### config.mk
export PLATFORM = sky130hd
export DESIGN_NAME = clipped_argb_blit_blend
export DESIGN_NICKNAME = d
export VERILOG_FILES = /design/src/hw/rtl/cabb_pkg.sv /design/src/hw/rtl/clipped_argb_blit_blend.sv
export VERILOG_INCLUDE_DIRS = /design/src /design/src/hw/rtl
export SDC_FILE = /design/constraint.sdc
export NUM_CORES = 2
export LEC_CHECK = 0
export BUFFER_PORTS_ARGS = -buffer_cell sky130_fd_sc_hd__buf_4
export CAP_MARGIN = 20
export CORE_ASPECT_RATIO = 0.6
export CORE_MARGIN = 2
export CORE_UTILIZATION = 41
export DETAILED_ROUTE_END_ITERATION = 16
export PLACE_DENSITY_LB_ADDON = 0.2
export SYNTH_ARGS = -nofsm -noshare
export SYNTH_HDL_FRONTEND = slang
export SYNTH_SLANG_ARGS = --single-unit
### constraint.sdc
create_clock -name clk -period 10.57 [get_ports clk]
set_input_delay 0.5285 -clock clk [delete_from_list [all_inputs] [get_ports clk]]
set_output_delay 0.5285 -clock clk [all_outputs]
set_load 0.03 [all_outputs]
### src/hw/rtl/clipped_argb_blit_blend_macros.svh
// assertion macros for the clipped argb blit and blend block
// expects clk and rst_n in the scope of the module that includes it
`ifndef CLIPPED_ARGB_BLIT_BLEND_MACROS_SVH
`define CLIPPED_ARGB_BLIT_BLEND_MACROS_SVH

// consequent must hold in the same cycle as the antecedent
`define CABB_ASSERT_SAME(label, ante, cons, msg) \
    label: assert property (@(posedge clk) disable iff (!rst_n) (ante) |-> (cons)) \
        else $error(msg);

// consequent must hold in the cycle after the antecedent
`define CABB_ASSERT_NEXT(label, ante, cons, msg) \
    label: assert property (@(posedge clk) disable iff (!rst_n) (ante) |=> (cons)) \
        else $error(msg);

`endif

### src/hw/rtl/cabb_pkg.sv
// shared constants, types and pixel arithmetic for the clipped argb blit and blend
// no dependencies
package cabb_pkg;

    localparam int MAX_DIM = 4096;
    localparam int DIM_W   = 13;
    localparam int COORD_W = 14;
    localparam int IDX_W   = 24;
    localparam int PIX_W   = 32;
    localparam int ADDR_W  = 5;

    localparam logic [PIX_W-1:0] AMASK    = 32'hFF00_0000;
    localparam logic [PIX_W-1:0] RBMASK   = 32'h00FF_00FF;
    localparam logic [PIX_W-1:0] GMASK    = 32'h0000_FF00;
    localparam logic [PIX_W-1:0] AGMASK   = 32'hFF00_FF00;
    localparam logic [PIX_W-1:0] ONEALPHA = 32'h0100_0000;
    localparam logic signed [9:0] ALPHA_OPAQUE = 10'sd255;

    typedef enum logic [2:0] {
        REG_BLEND_MODE,
        REG_DEST_WIDTH,
        REG_DEST_HEIGHT,
        REG_SOURCE_WIDTH,
        REG_SOURCE_HEIGHT,
        REG_PLACE_X,
        REG_PLACE_Y,
        REG_ALPHA_BIAS
    } cfg_reg_t;

    // one accepted word with its window position
    typedef struct packed {
        logic [PIX_W-1:0] dest_pixel;
        logic [PIX_W-1:0] source_pixel;
        logic [DIM_W-1:0] col;
        logic [DIM_W-1:0] row;
        logic             last;
        logic             empty;
    } item_t;

    function automatic logic [DIM_W-1:0] dim_clamp(input logic [DIM_W-1:0] v);
        return (v > DIM_W'(MAX_DIM)) ? DIM_W'(MAX_DIM) : v;
    endfunction

    // packed red-blue / alpha-green mix, wraps modulo 2^32
    function automatic logic [PIX_W-1:0] blend_pixel(
        input logic [PIX_W-1:0] d,
        input logic [PIX_W-1:0] s,
        input logic [7:0]       bias
    );
        logic signed [9:0] sa;
        logic [PIX_W-1:0]  a;
        logic [PIX_W-1:0]  na;
        logic [PIX_W-1:0]  rb;
        logic [PIX_W-1:0]  ag;
        sa = $signed({2'b00, s[31:24]}) - $signed({2'b00, bias});
        a  = {24'd0, sa[7:0]};
        na = 32'd255 - a;
        rb = (na * (d & RBMASK) + a * (s & RBMASK)) >> 8;
        ag = na * ((d & AGMASK) >> 8) + a * (ONEALPHA | ((s & GMASK) >> 8));
        if (sa <= 10'sd0)
            return d;
        else if (sa >= ALPHA_OPAQUE)
            return s;
        else
            return (rb & RBMASK) | (ag & AGMASK);
    endfunction

endpackage

### src/hw/rtl/clipped_argb_blit_blend.sv
// an accepted word goes through the input register, then the result register
// throughput: one word per cycle while out_stall is low, set by the register pair
// the window position counters advance once per accepted word in a non-empty window
// reset: control and config registers reset; the window restarts at its start
// a configuration write also restarts the window at its (new) start
module clipped_argb_blit_blend
    import cabb_pkg::*;
(
    input  logic                 clk,
    input  logic                 rst_n,
    input  logic                 psel,
    input  logic                 penable,
    input  logic                 pwrite,
    input  logic [ADDR_W-1:0]    paddr,
    input  logic [31:0]          pwdata,
    output logic [31:0]          prdata,
    output logic                 pready,
    input  logic                 in_valid,
    output logic                 in_stall,
    input  logic [PIX_W-1:0]     dest_pixel,
    input  logic [PIX_W-1:0]     source_pixel,
    output logic                 out_valid,
    input  logic                 out_stall,
    output logic [PIX_W-1:0]     result_pixel,
    output logic [IDX_W-1:0]     dest_index,
    output logic [IDX_W-1:0]     source_index,
    output logic                 window_last,
    output logic                 window_empty
);

    `include "clipped_argb_blit_blend_macros.svh"

    logic                 blend_mode_reg;
    logic [DIM_W-1:0]     dest_width_reg;
    logic [DIM_W-1:0]     dest_height_reg;
    logic [DIM_W-1:0]     source_width_reg;
    logic [DIM_W-1:0]     source_height_reg;
    logic [COORD_W-1:0]   place_x_reg;
    logic [COORD_W-1:0]   place_y_reg;
    logic [7:0]           alpha_bias_reg;

    logic                 cfg_we;
    cfg_reg_t             cfg_sel;

    logic [DIM_W-1:0]     dw_dim;
    logic [DIM_W-1:0]     dh_dim;
    logic [DIM_W-1:0]     sw_dim;
    logic [DIM_W-1:0]     sh_dim;
    logic signed [15:0]   px;
    logic signed [15:0]   py;
    logic signed [15:0]   ex;
    logic signed [15:0]   ey;
    logic signed [15:0]   start_x;
    logic signed [15:0]   start_y;
    logic signed [15:0]   end_x;
    logic signed [15:0]   end_y;
    logic                 win_empty;

    logic [DIM_W-1:0]     col_reg;
    logic [DIM_W-1:0]     row_reg;
    logic                 restart_reg;
    logic [DIM_W-1:0]     col_next;
    logic [DIM_W-1:0]     row_next;
    logic                 restart_next;
    logic [DIM_W-1:0]     col_eff;
    logic [DIM_W-1:0]     row_eff;
    logic                 col_at_end;
    logic                 pos_last;

    item_t                item_reg;
    item_t                item_next;
    logic                 item_valid_reg;
    logic                 in_accept;
    logic                 out_load;

    logic [25:0]          dest_prod;
    logic [25:0]          source_prod;
    logic [DIM_W-1:0]     src_row;
    logic [DIM_W-1:0]     src_col;
    logic [PIX_W-1:0]     pixel_calc;

    logic                 out_valid_reg;
    logic [PIX_W-1:0]     result_pixel_reg;
    logic [IDX_W-1:0]     dest_index_reg;
    logic [IDX_W-1:0]     source_index_reg;
    logic                 window_last_reg;
    logic                 window_empty_reg;

    // configuration port
    assign pready  = 1'b1;
    assign cfg_we  = psel && penable && pwrite && pready;
    assign cfg_sel = cfg_reg_t'(paddr[4:2]);

    always_ff @(posedge clk or negedge rst_n)
    begin
        if (!rst_n)
        begin
            blend_mode_reg    <= 1'b1;
            dest_width_reg    <= DIM_W'(1);
            dest_height_reg   <= DIM_W'(1);
            source_width_reg  <= '0;
            source_height_reg <= '0;
            place_x_reg       <= '0;
            place_y_reg       <= '0;
            alpha_bias_reg    <= '0;
        end
        else if (cfg_we)
        begin
            unique case (cfg_sel)
                REG_BLEND_MODE:    blend_mode_reg    <= pwdata[0];
                REG_DEST_WIDTH:    dest_width_reg    <= pwdata[DIM_W-1:0];
                REG_DEST_HEIGHT:   dest_height_reg   <= pwdata[DIM_W-1:0];
                REG_SOURCE_WIDTH:  source_width_reg  <= pwdata[DIM_W-1:0];
                REG_SOURCE_HEIGHT: source_height_reg <= pwdata[DIM_W-1:0];
                REG_PLACE_X:       place_x_reg       <= pwdata[COORD_W-1:0];
                REG_PLACE_Y:       place_y_reg       <= pwdata[COORD_W-1:0];
                REG_ALPHA_BIAS:    alpha_bias_reg    <= pwdata[7:0];
            endcase
        end
    end

    always_comb
    begin
        unique case (cfg_sel)
            REG_BLEND_MODE:    prdata = {31'd0, blend_mode_reg};
            REG_DEST_WIDTH:    prdata = {19'd0, dest_width_reg};
            REG_DEST_HEIGHT:   prdata = {19'd0, dest_height_reg};
            REG_SOURCE_WIDTH:  prdata = {19'd0, source_width_reg};
            REG_SOURCE_HEIGHT: prdata = {19'd0, source_height_reg};
            REG_PLACE_X:       prdata = {18'd0, place_x_reg};
            REG_PLACE_Y:       prdata = {18'd0, place_y_reg};
            REG_ALPHA_BIAS:    prdata = {24'd0, alpha_bias_reg};
        endcase
    end

    // clipped window bounds, end exclusive
    always_comb
    begin
        dw_dim  = dim_clamp(dest_width_reg);
        dh_dim  = dim_clamp(dest_height_reg);
        sw_dim  = dim_clamp(source_width_reg);
        sh_dim  = dim_clamp(source_height_reg);
        px      = {{2{place_x_reg[COORD_W-1]}}, place_x_reg};
        py      = {{2{place_y_reg[COORD_W-1]}}, place_y_reg};
        ex      = px + $signed({3'b000, sw_dim});
        ey      = py + $signed({3'b000, sh_dim});
        start_x = px[15] ? 16'sd0 : px;
        start_y = py[15] ? 16'sd0 : py;
        end_x   = (ex > $signed({3'b000, dw_dim})) ? $signed({3'b000, dw_dim}) : ex;
        end_y   = (ey > $signed({3'b000, dh_dim})) ? $signed({3'b000, dh_dim}) : ey;
        win_empty = (end_x <= start_x) || (end_y <= start_y);
    end

    // handshake: the input register moves on whenever the result register frees up
    assign out_load  = item_valid_reg && (!out_valid_reg || !out_stall);
    assign in_stall  = item_valid_reg && !out_load;
    assign in_accept = in_valid && !in_stall;

    // window position, restart picks up the start of the current window
    always_comb
    begin
        col_eff    = restart_reg ? start_x[DIM_W-1:0] : col_reg;
        row_eff    = restart_reg ? start_y[DIM_W-1:0] : row_reg;
        col_at_end = $signed({3'b000, col_eff}) == (end_x - 16'sd1);
        pos_last   = col_at_end && ($signed({3'b000, row_eff}) == (end_y - 16'sd1));

        col_next     = col_reg;
        row_next     = row_reg;
        restart_next = restart_reg;
        if (cfg_we)
        begin
            restart_next = 1'b1;
        end
        else if (in_accept && !win_empty)
        begin
            restart_next = 1'b0;
            if (col_at_end)
            begin
                col_next = start_x[DIM_W-1:0];
                row_next = pos_last ? start_y[DIM_W-1:0] : row_eff + DIM_W'(1);
            end
            else
            begin
                col_next = col_eff + DIM_W'(1);
                row_next = row_eff;
            end
        end

        item_next.dest_pixel   = dest_pixel;
        item_next.source_pixel = source_pixel;
        item_next.col          = col_eff;
        item_next.row          = row_eff;
        item_next.last         = pos_last && !win_empty;
        item_next.empty        = win_empty;
    end

    always_ff @(posedge clk or negedge rst_n)
    begin
        if (!rst_n)
        begin
            col_reg        <= '0;
            row_reg        <= '0;
            restart_reg    <= 1'b1;
            item_valid_reg <= 1'b0;
        end
        else
        begin
            col_reg     <= col_next;
            row_reg     <= row_next;
            restart_reg <= restart_next;
            if (in_accept)
                item_valid_reg <= 1'b1;
            else if (out_load)
                item_valid_reg <= 1'b0;
        end
    end

    always_ff @(posedge clk)
    begin
        if (in_accept)
            item_reg <= item_next;
    end

    // indices and pixel mix for the word in the input register
    always_comb
    begin
        src_row     = item_reg.row - place_y_reg[DIM_W-1:0];
        src_col     = item_reg.col - place_x_reg[DIM_W-1:0];
        dest_prod   = 26'(item_reg.row) * 26'(dw_dim) + 26'(item_reg.col);
        source_prod = 26'(src_row) * 26'(sw_dim) + 26'(src_col);
        if (item_reg.empty)
            pixel_calc = item_reg.dest_pixel;
        else if (blend_mode_reg)
            pixel_calc = blend_pixel(item_reg.dest_pixel, item_reg.source_pixel,
                                     alpha_bias_reg);
        else
            pixel_calc = item_reg.source_pixel;
    end

    always_ff @(posedge clk or negedge rst_n)
    begin
        if (!rst_n)
            out_valid_reg <= 1'b0;
        else if (out_load)
            out_valid_reg <= 1'b1;
        else if (!out_stall)
            out_valid_reg <= 1'b0;
    end

    always_ff @(posedge clk)
    begin
        if (out_load)
        begin
            result_pixel_reg <= pixel_calc;
            dest_index_reg   <= item_reg.empty ? '0 : dest_prod[IDX_W-1:0];
            source_index_reg <= item_reg.empty ? '0 : source_prod[IDX_W-1:0];
            window_last_reg  <= item_reg.last;
            window_empty_reg <= item_reg.empty;
        end
    end

    assign out_valid    = out_valid_reg;
    assign result_pixel = result_pixel_reg;
    assign dest_index   = dest_index_reg;
    assign source_index = source_index_reg;
    assign window_last  = window_last_reg;
    assign window_empty = window_empty_reg;

    `CABB_ASSERT_SAME(a_empty_not_last, out_valid && window_empty, !window_last,
        "empty window word flagged as last")
    `CABB_ASSERT_SAME(a_empty_zero_index, out_valid && window_empty,
        dest_index == '0 && source_index == '0, "empty window word carries an index")
    `CABB_ASSERT_SAME(a_stall_needs_word, in_stall, item_valid_reg,
        "input stalled with an empty input register")
    `CABB_ASSERT_NEXT(a_load_shows, out_load, out_valid,
        "loaded word did not reach the output")
    `CABB_ASSERT_NEXT(a_cfg_restart, cfg_we, restart_reg,
        "configuration write did not restart the window")

endmodule

After elaboration in Yosys (flattened, before gate mapping)
Cells that the tools add are included.
{"block": "word_totals", "word_cells": 117, "ff_bits": 292, "output_inout_bits": 117, "inputBits": 108}
{"block": "op_classes", "magnitude_cmp": 10, "n_eq_ne": 10, "reduce_logical": 27, "multipliers": 6, "addsub": 14, "bitwise": 2, "n_mux": 24}
{"op": "case mux 32 bit (8 select lines)", "count": 1}
{"op": "two-way mux 13 bit", "count": 11}
{"op": "two-way mux 32 bit", "count": 4}
{"op": "adder 32 bit", "count": 2}
{"op": "multiplier 9 x 25 -> 32 bit", "count": 2}
{"op": "greater-than comparator 13 bit (second input constant)", "count": 4}
{"op": "adder 24 x 13 -> 24 bit", "count": 2}
{"op": "multiplier 13 x 13 -> 24 bit", "count": 2}
{"op": "== test 14 x 16 -> 1 bit", "count": 2}
{"op": "<= comparator 16 x 14 -> 1 bit", "count": 2}
{"op": "multiplier 8 x 24 -> 32 bit", "count": 1}
{"op": "multiplier 8 x 25 -> 32 bit", "count": 1}
{"op": "two-way mux 16 bit", "count": 2}
{"op": "bitwise OR 24 x 32 -> 32 bit", "count": 1}
{"op": "subtractor 16 x 2 -> 16 bit (second input constant)", "count": 2}
{"op": "adder 14 x 14 -> 15 bit", "count": 2}
{"op": "greater-than comparator 15 x 14 -> 1 bit", "count": 2}
{"op": "adder 13 x 1 -> 13 bit (second input constant)", "count": 2}
{"op": "subtractor 13 bit", "count": 2}
{"op": "AND reduction 2 bit", "count": 9}
{"op": "== test 3 bit (second input constant)", "count": 4}
{"op": ">= comparator 9 bit (second input constant)", "count": 1}
{"op": "<= comparator 9 x 1 -> 1 bit (second input constant)", "count": 1}
{"op": "subtractor 8 x 8 -> 9 bit", "count": 1}
{"op": "other kinds (11)", "count": 30}

Logic depth before layout (Yosys ltp)
{"block": "logic_depth", "ltp_word": 11, "mapped_depth": 39}

Least setup slack after synthesis
No wires, ideal clock.
{"block": "synth_path", "path_kind": "reg2reg", "startpoint": "reg item_reg[2] (netlist name)", "endpoint": "reg source_index_reg[23], in the netlist source_index[23], data pin", "required_ns": 10.304, "arrival_ns": 8.058, "n_path_buf": 1, "period_less_slack_ns": 8.324, "setup_time_ns": 0.266, "stages_incl_launch_ff": 35, "path_slack_ns": 2.246, "path_cell_list": "edfxtp_1 > inv_2 > ha_1 > inv_1 > fa_1 > a21o_1 > a21oi_1 > o21ai_0 > a21oi_1 > o21ai_0 > a21oi_1 > o21ai_0 > a21oi_1 > xnor2_1 > clkbuf_1 > nand2_1 > fa_1 > inv_1 > fa_1 > inv_1 > fa_1 > fa_1 > inv_1 > fa_1 > inv_1 > fa_1 > inv_1 > ha_1 > o41ai_1 > o21a_1 > a21oi_1 > a41o_1 > o41a_1 > xnor2_1 > nor2_1"}
{"block": "synth_between", "elab_chain_len": 3}
{"element": "start, declared", "line_no": "clipped_argb_blit_blend.sv:70", "source": "item_t item_reg;"}
{"element": "start signal, assigned", "line_no": "clipped_argb_blit_blend.sv:221", "source": "item_reg <= item_next;"}
{"element": "subtractor 13 bit", "line_no": "clipped_argb_blit_blend.sv:227", "source": "src_row = item_reg.row - place_y_reg[DIM_W-1:0];"}
{"element": "multiplier 13 x 13 -> 24 bit", "line_no": "clipped_argb_blit_blend.sv:230", "source": "source_prod = 26'(src_row) * 26'(sw_dim) + 26'(src_col);"}
{"element": "adder 24 x 13 -> 24 bit", "line_no": "clipped_argb_blit_blend.sv:230"}
{"element": "end signal, assigned", "line_no": "clipped_argb_blit_blend.sv:256", "source": "source_index_reg <= item_reg.empty ? '0 : source_prod[IDX_W-1:0];"}
{"element": "end, declared", "line_no": "clipped_argb_blit_blend.sv:85", "source": "logic [IDX_W-1:0] source_index_reg;"}
Every way passes these cells.
A chain may end at the register's enable or synchronous reset.

Worst setup path after layout
{"block": "layout_path", "startpoint": "reg source_width_reg[12]", "endpoint": "reg col_reg[6]"}
{"block": "layout_between", "elab_chain_len": 10, "word_cells_on_any_way": 13, "classes_between": "2 x add/sub; 3 x order compare; 1 x eq/ne; 3 x mux; 4 x reduce/logical"}
{"element": "start, declared", "line_no": "clipped_argb_blit_blend.sv:36", "source": "logic [DIM_W-1:0] source_width_reg;"}
{"element": "start signal, assigned", "line_no": "clipped_argb_blit_blend.sv:113", "source": "REG_SOURCE_WIDTH: source_width_reg <= pwdata[DIM_W-1:0];"}
{"element": "greater-than comparator 13 bit", "line_no": "cabb_pkg.sv:41", "source": "return (v > DIM_W'(MAX_DIM)) ? DIM_W'(MAX_DIM) : v;"}
{"element": "two-way mux 13 bit (*)", "line_no": "cabb_pkg.sv:41"}
{"element": "adder 14 x 14 -> 15 bit (*)", "line_no": "clipped_argb_blit_blend.sv:145", "source": "ex = px + $signed({3'b000, sw_dim});"}
{"element": "greater-than comparator 15 x 14 -> 1 bit", "line_no": "clipped_argb_blit_blend.sv:149", "source": "end_x = (ex > $signed({3'b000, dw_dim})) ? $signed({3'b000, dw_dim}) : ex;"}
{"element": "two-way mux 16 bit (*)", "line_no": "clipped_argb_blit_blend.sv:149"}
{"element": "branches (longest 5 deep; another with subtractor 16 x 2 -> 16 bit)"}
{"element": "end signal, assigned", "line_no": "clipped_argb_blit_blend.sv:208", "source": "col_reg <= col_next;"}
{"element": "end, declared", "line_no": "clipped_argb_blit_blend.sv:59", "source": "logic [DIM_W-1:0] col_reg;"}
Mark *: on every way between the ends.

==> flow_metrics.tcl <==
set metrics [dict create \
    grt_max_degree 62 \
    fin_crit_sh_pct 94.6 \
    path_buf_inv 4 \
    grt_pass1_vias 34900 \
    cts_tree "done" \
    postRouteAntennaNets 0 \
    place_hpwl_um 117000 \
    rsz0062_at_grt "false" \
    die_area_um2 115000 \
    cts_root_buffer "clkbuf_16" \
    worstSetupPathType "register to register" \
    drc 0 \
    boundaryPins 225 \
    wl_per_cell_um 21.9 \
    status "complete, no violations" \
    via_count 35500 \
    cap_viol_max_count 0 \
    die-height_um 263 \
    area_delta_synth_final_pct 9.20 \
    required_ps 11040 \
    fin_crit_ps 10000 \
    yosys_warnings 0 \
    syn_inst 5088 \
    drive_gt1_share_pct 8.97 \
    worstPathMaxFanout 36 \
    cts_sinks 292 \
    maxSlewViolCount 0 \
    drt-initial-drc-count 3260 \
    wl_um 147000 \
    antenna_found_initial 5 \
    ctsResizeCount 0 \
    setup-tns-final_ps 0 \
    min-delay-path-class "input pin to async pin" \
    design_area_um2 50100 \
    critPathMostFrequentCell "ha_1" \
    cts_setup_buffers 0 \
    worstPathArrival_ps 10470 \
    r2r_cells 31 \
    largest_register_ffs 92 \
    layout_common_cells "inv_1, fa_1, ha_1, nand2_1, and2_1" \
    cts_buffers 37 \
    hold_viol 0 \
    track_usage_pct 25.8 \
    critPathSlowestCell "a211oi_1" \
    critPathMaxStageDelay_ps 830 \
    grt_pass1_wl_um 225000 \
    setup_violations 0 \
    die_w_um 436 \
    placement.cell_area_um2 48900 \
    fmax_ghz 0.100 \
    clock_latency_ps 610 \
    path_clk_slew_ps 70 \
    slew_headroom_pct 28.2 \
    clk_path_buf_depth 3 \
    gp_congestion 0.998 \
    start_util_pct 41.2 \
    fin_skew_ps 28.8 \
    ys_seq_area_share_pct 17.8 \
    synthArstFlopShare_pct 40.4 \
    io_buffers 185 \
    nNetsFinal 6414 \
    crit_family "compound AO/OA/AOI/OAI gates" \
    grt.overflow.total 0 \
    synth-seq-cells 292 \
    synth_area_um2 45900 \
    rows 95 \
    ys.flop_type "edfxtp_1" \
    dr.pass1.iters 7 \
    postCtsHoldBufs 0 \
    cts-htree-levels 2 \
    final_common_cell "inv_1" \
    post_drt_via_cell_ratio 5.30 \
    yosysUniqueCellTypes 98 \
    synth_edf_count 174 \
    critPathLaunchType "register" \
    end_kind "register" \
    max_slew.worst_pin.slew_ps 1080 \
    path_depth 31 \
    synth.avg_cell_area_um2 9.02 \
    core_area_um2 111000 \
]
-- through the flow --
| stage | hold slack (ps) | utilization, % | instances | worst slack [ps] |
|---|---|---|---|---|
| 6_report | 11.7 | 44.9 | 6706 | 569 |
| 5_1_grt | 65.8 | 44.9 | 6703 | 112 |
| 4_1_cts | 17.7 | 44.9 | 6700 | 1080 |
| 3_5_place_dp | 420 | 43.9 | 6633 | 1140 |
| 3_3_place_gp | 402 | 43.9 | 6633 | 1210 |
| 2_1_floorplan | 233 | - | 5105 | 2250 |
-- path summary, 6_finish.rpt --
check	from	to	slack [ps]
min reg2reg	item_reg[1]	window_last	420
max in group asynchronous	rst_n	place_x_reg[4]	9150
max	source_width_reg[12]	col_reg[6]	570
min in group clk	source_pixel[0]	item_reg[28]	90
min	rst_n	col_reg[10]	10
max reg2reg	source_width_reg[12]	col_reg[6]	570
-- synthesized netlist by cell type, drive strengths merged (51+ instances only) --
master / n / area (um2)
inv: 957 / 3590
fa: 590 / 11800
ha: 547 / 6840
nand2: 535 / 2020
and2: 290 / 1810
nor2: 286 / 1080
a21oi: 191 / 960
clkbuf: 185 / 699
edfxtp: 174 / 5230
o21ai: 150 / 754
xnor2: 120 / 1050
dfrtp: 114 / 2850
nor2b: 108 / 676
mux2: 78 / 878
o22ai: 60 / 375
buf: 55 / 298
nand2b: 55 / 344
nand3: 54 / 270
nor3: 53 / 265
xor2: 51 / 447
-- per-layer routing --
metal | global-route usage, % | vias to the layer above | wire length, um
met5 | 0 | - | 14
met2 | 32.1 | 1379 | 53100
met1 | 43.3 | 17600 | 76000
met4 | 5.03 | 2 | 2730
met3 | 6.45 | 126 | 15200
li1 | - | 16400 | -
-- layout make-up --
class | count | area, um2
tap | 1503 | 1880
sequential | 292 | 8180
clock inverter | 18 | 128
timing repair buffer | 265 | 1990
fill | 11000 | 61400
multi-input combinational | 3614 | 33300
antenna | 6 | 15.0
clock buffer | 49 | 1060
inverter | 959 | 3600
-- kinds of logic (layout without fill, tap and decap cells) --
| logic type | Yosys count | after routing | synth area share [%] |
|---|---|---|---|
| muxes | 123 | 123 | 3.07 |
| AOI/OAI and AO/OA | 660 | 660 | 9.12 |
| and+or+nand+nor | 1503 | 1503 | 16.0 |
| DFF | 292 | 292 | 17.8 |
| xor gates and xnor gates | 172 | 172 | 3.31 |
| other | 2 | 25 | 0.0164 |
| adders and majority gates | 1137 | 1137 | 40.7 |
| buffers and inverters | 1199 | 1291 | 10.0 |
-- worst reg2reg max path: cells and delay by family (launching register included) --
family / cells / cell delay (ps)
compound gates: 11 / 3360
buf+inv: 4 / 1340
simple gates: 11 / 3270
mux: 2 / 330
fa+ha+maj: 3 / 1210
flops: 1 / 350
Power is left out: the tool's default activity adds up to more than one toggle a clock period on the data nets, which glitch-free logic cannot reach.
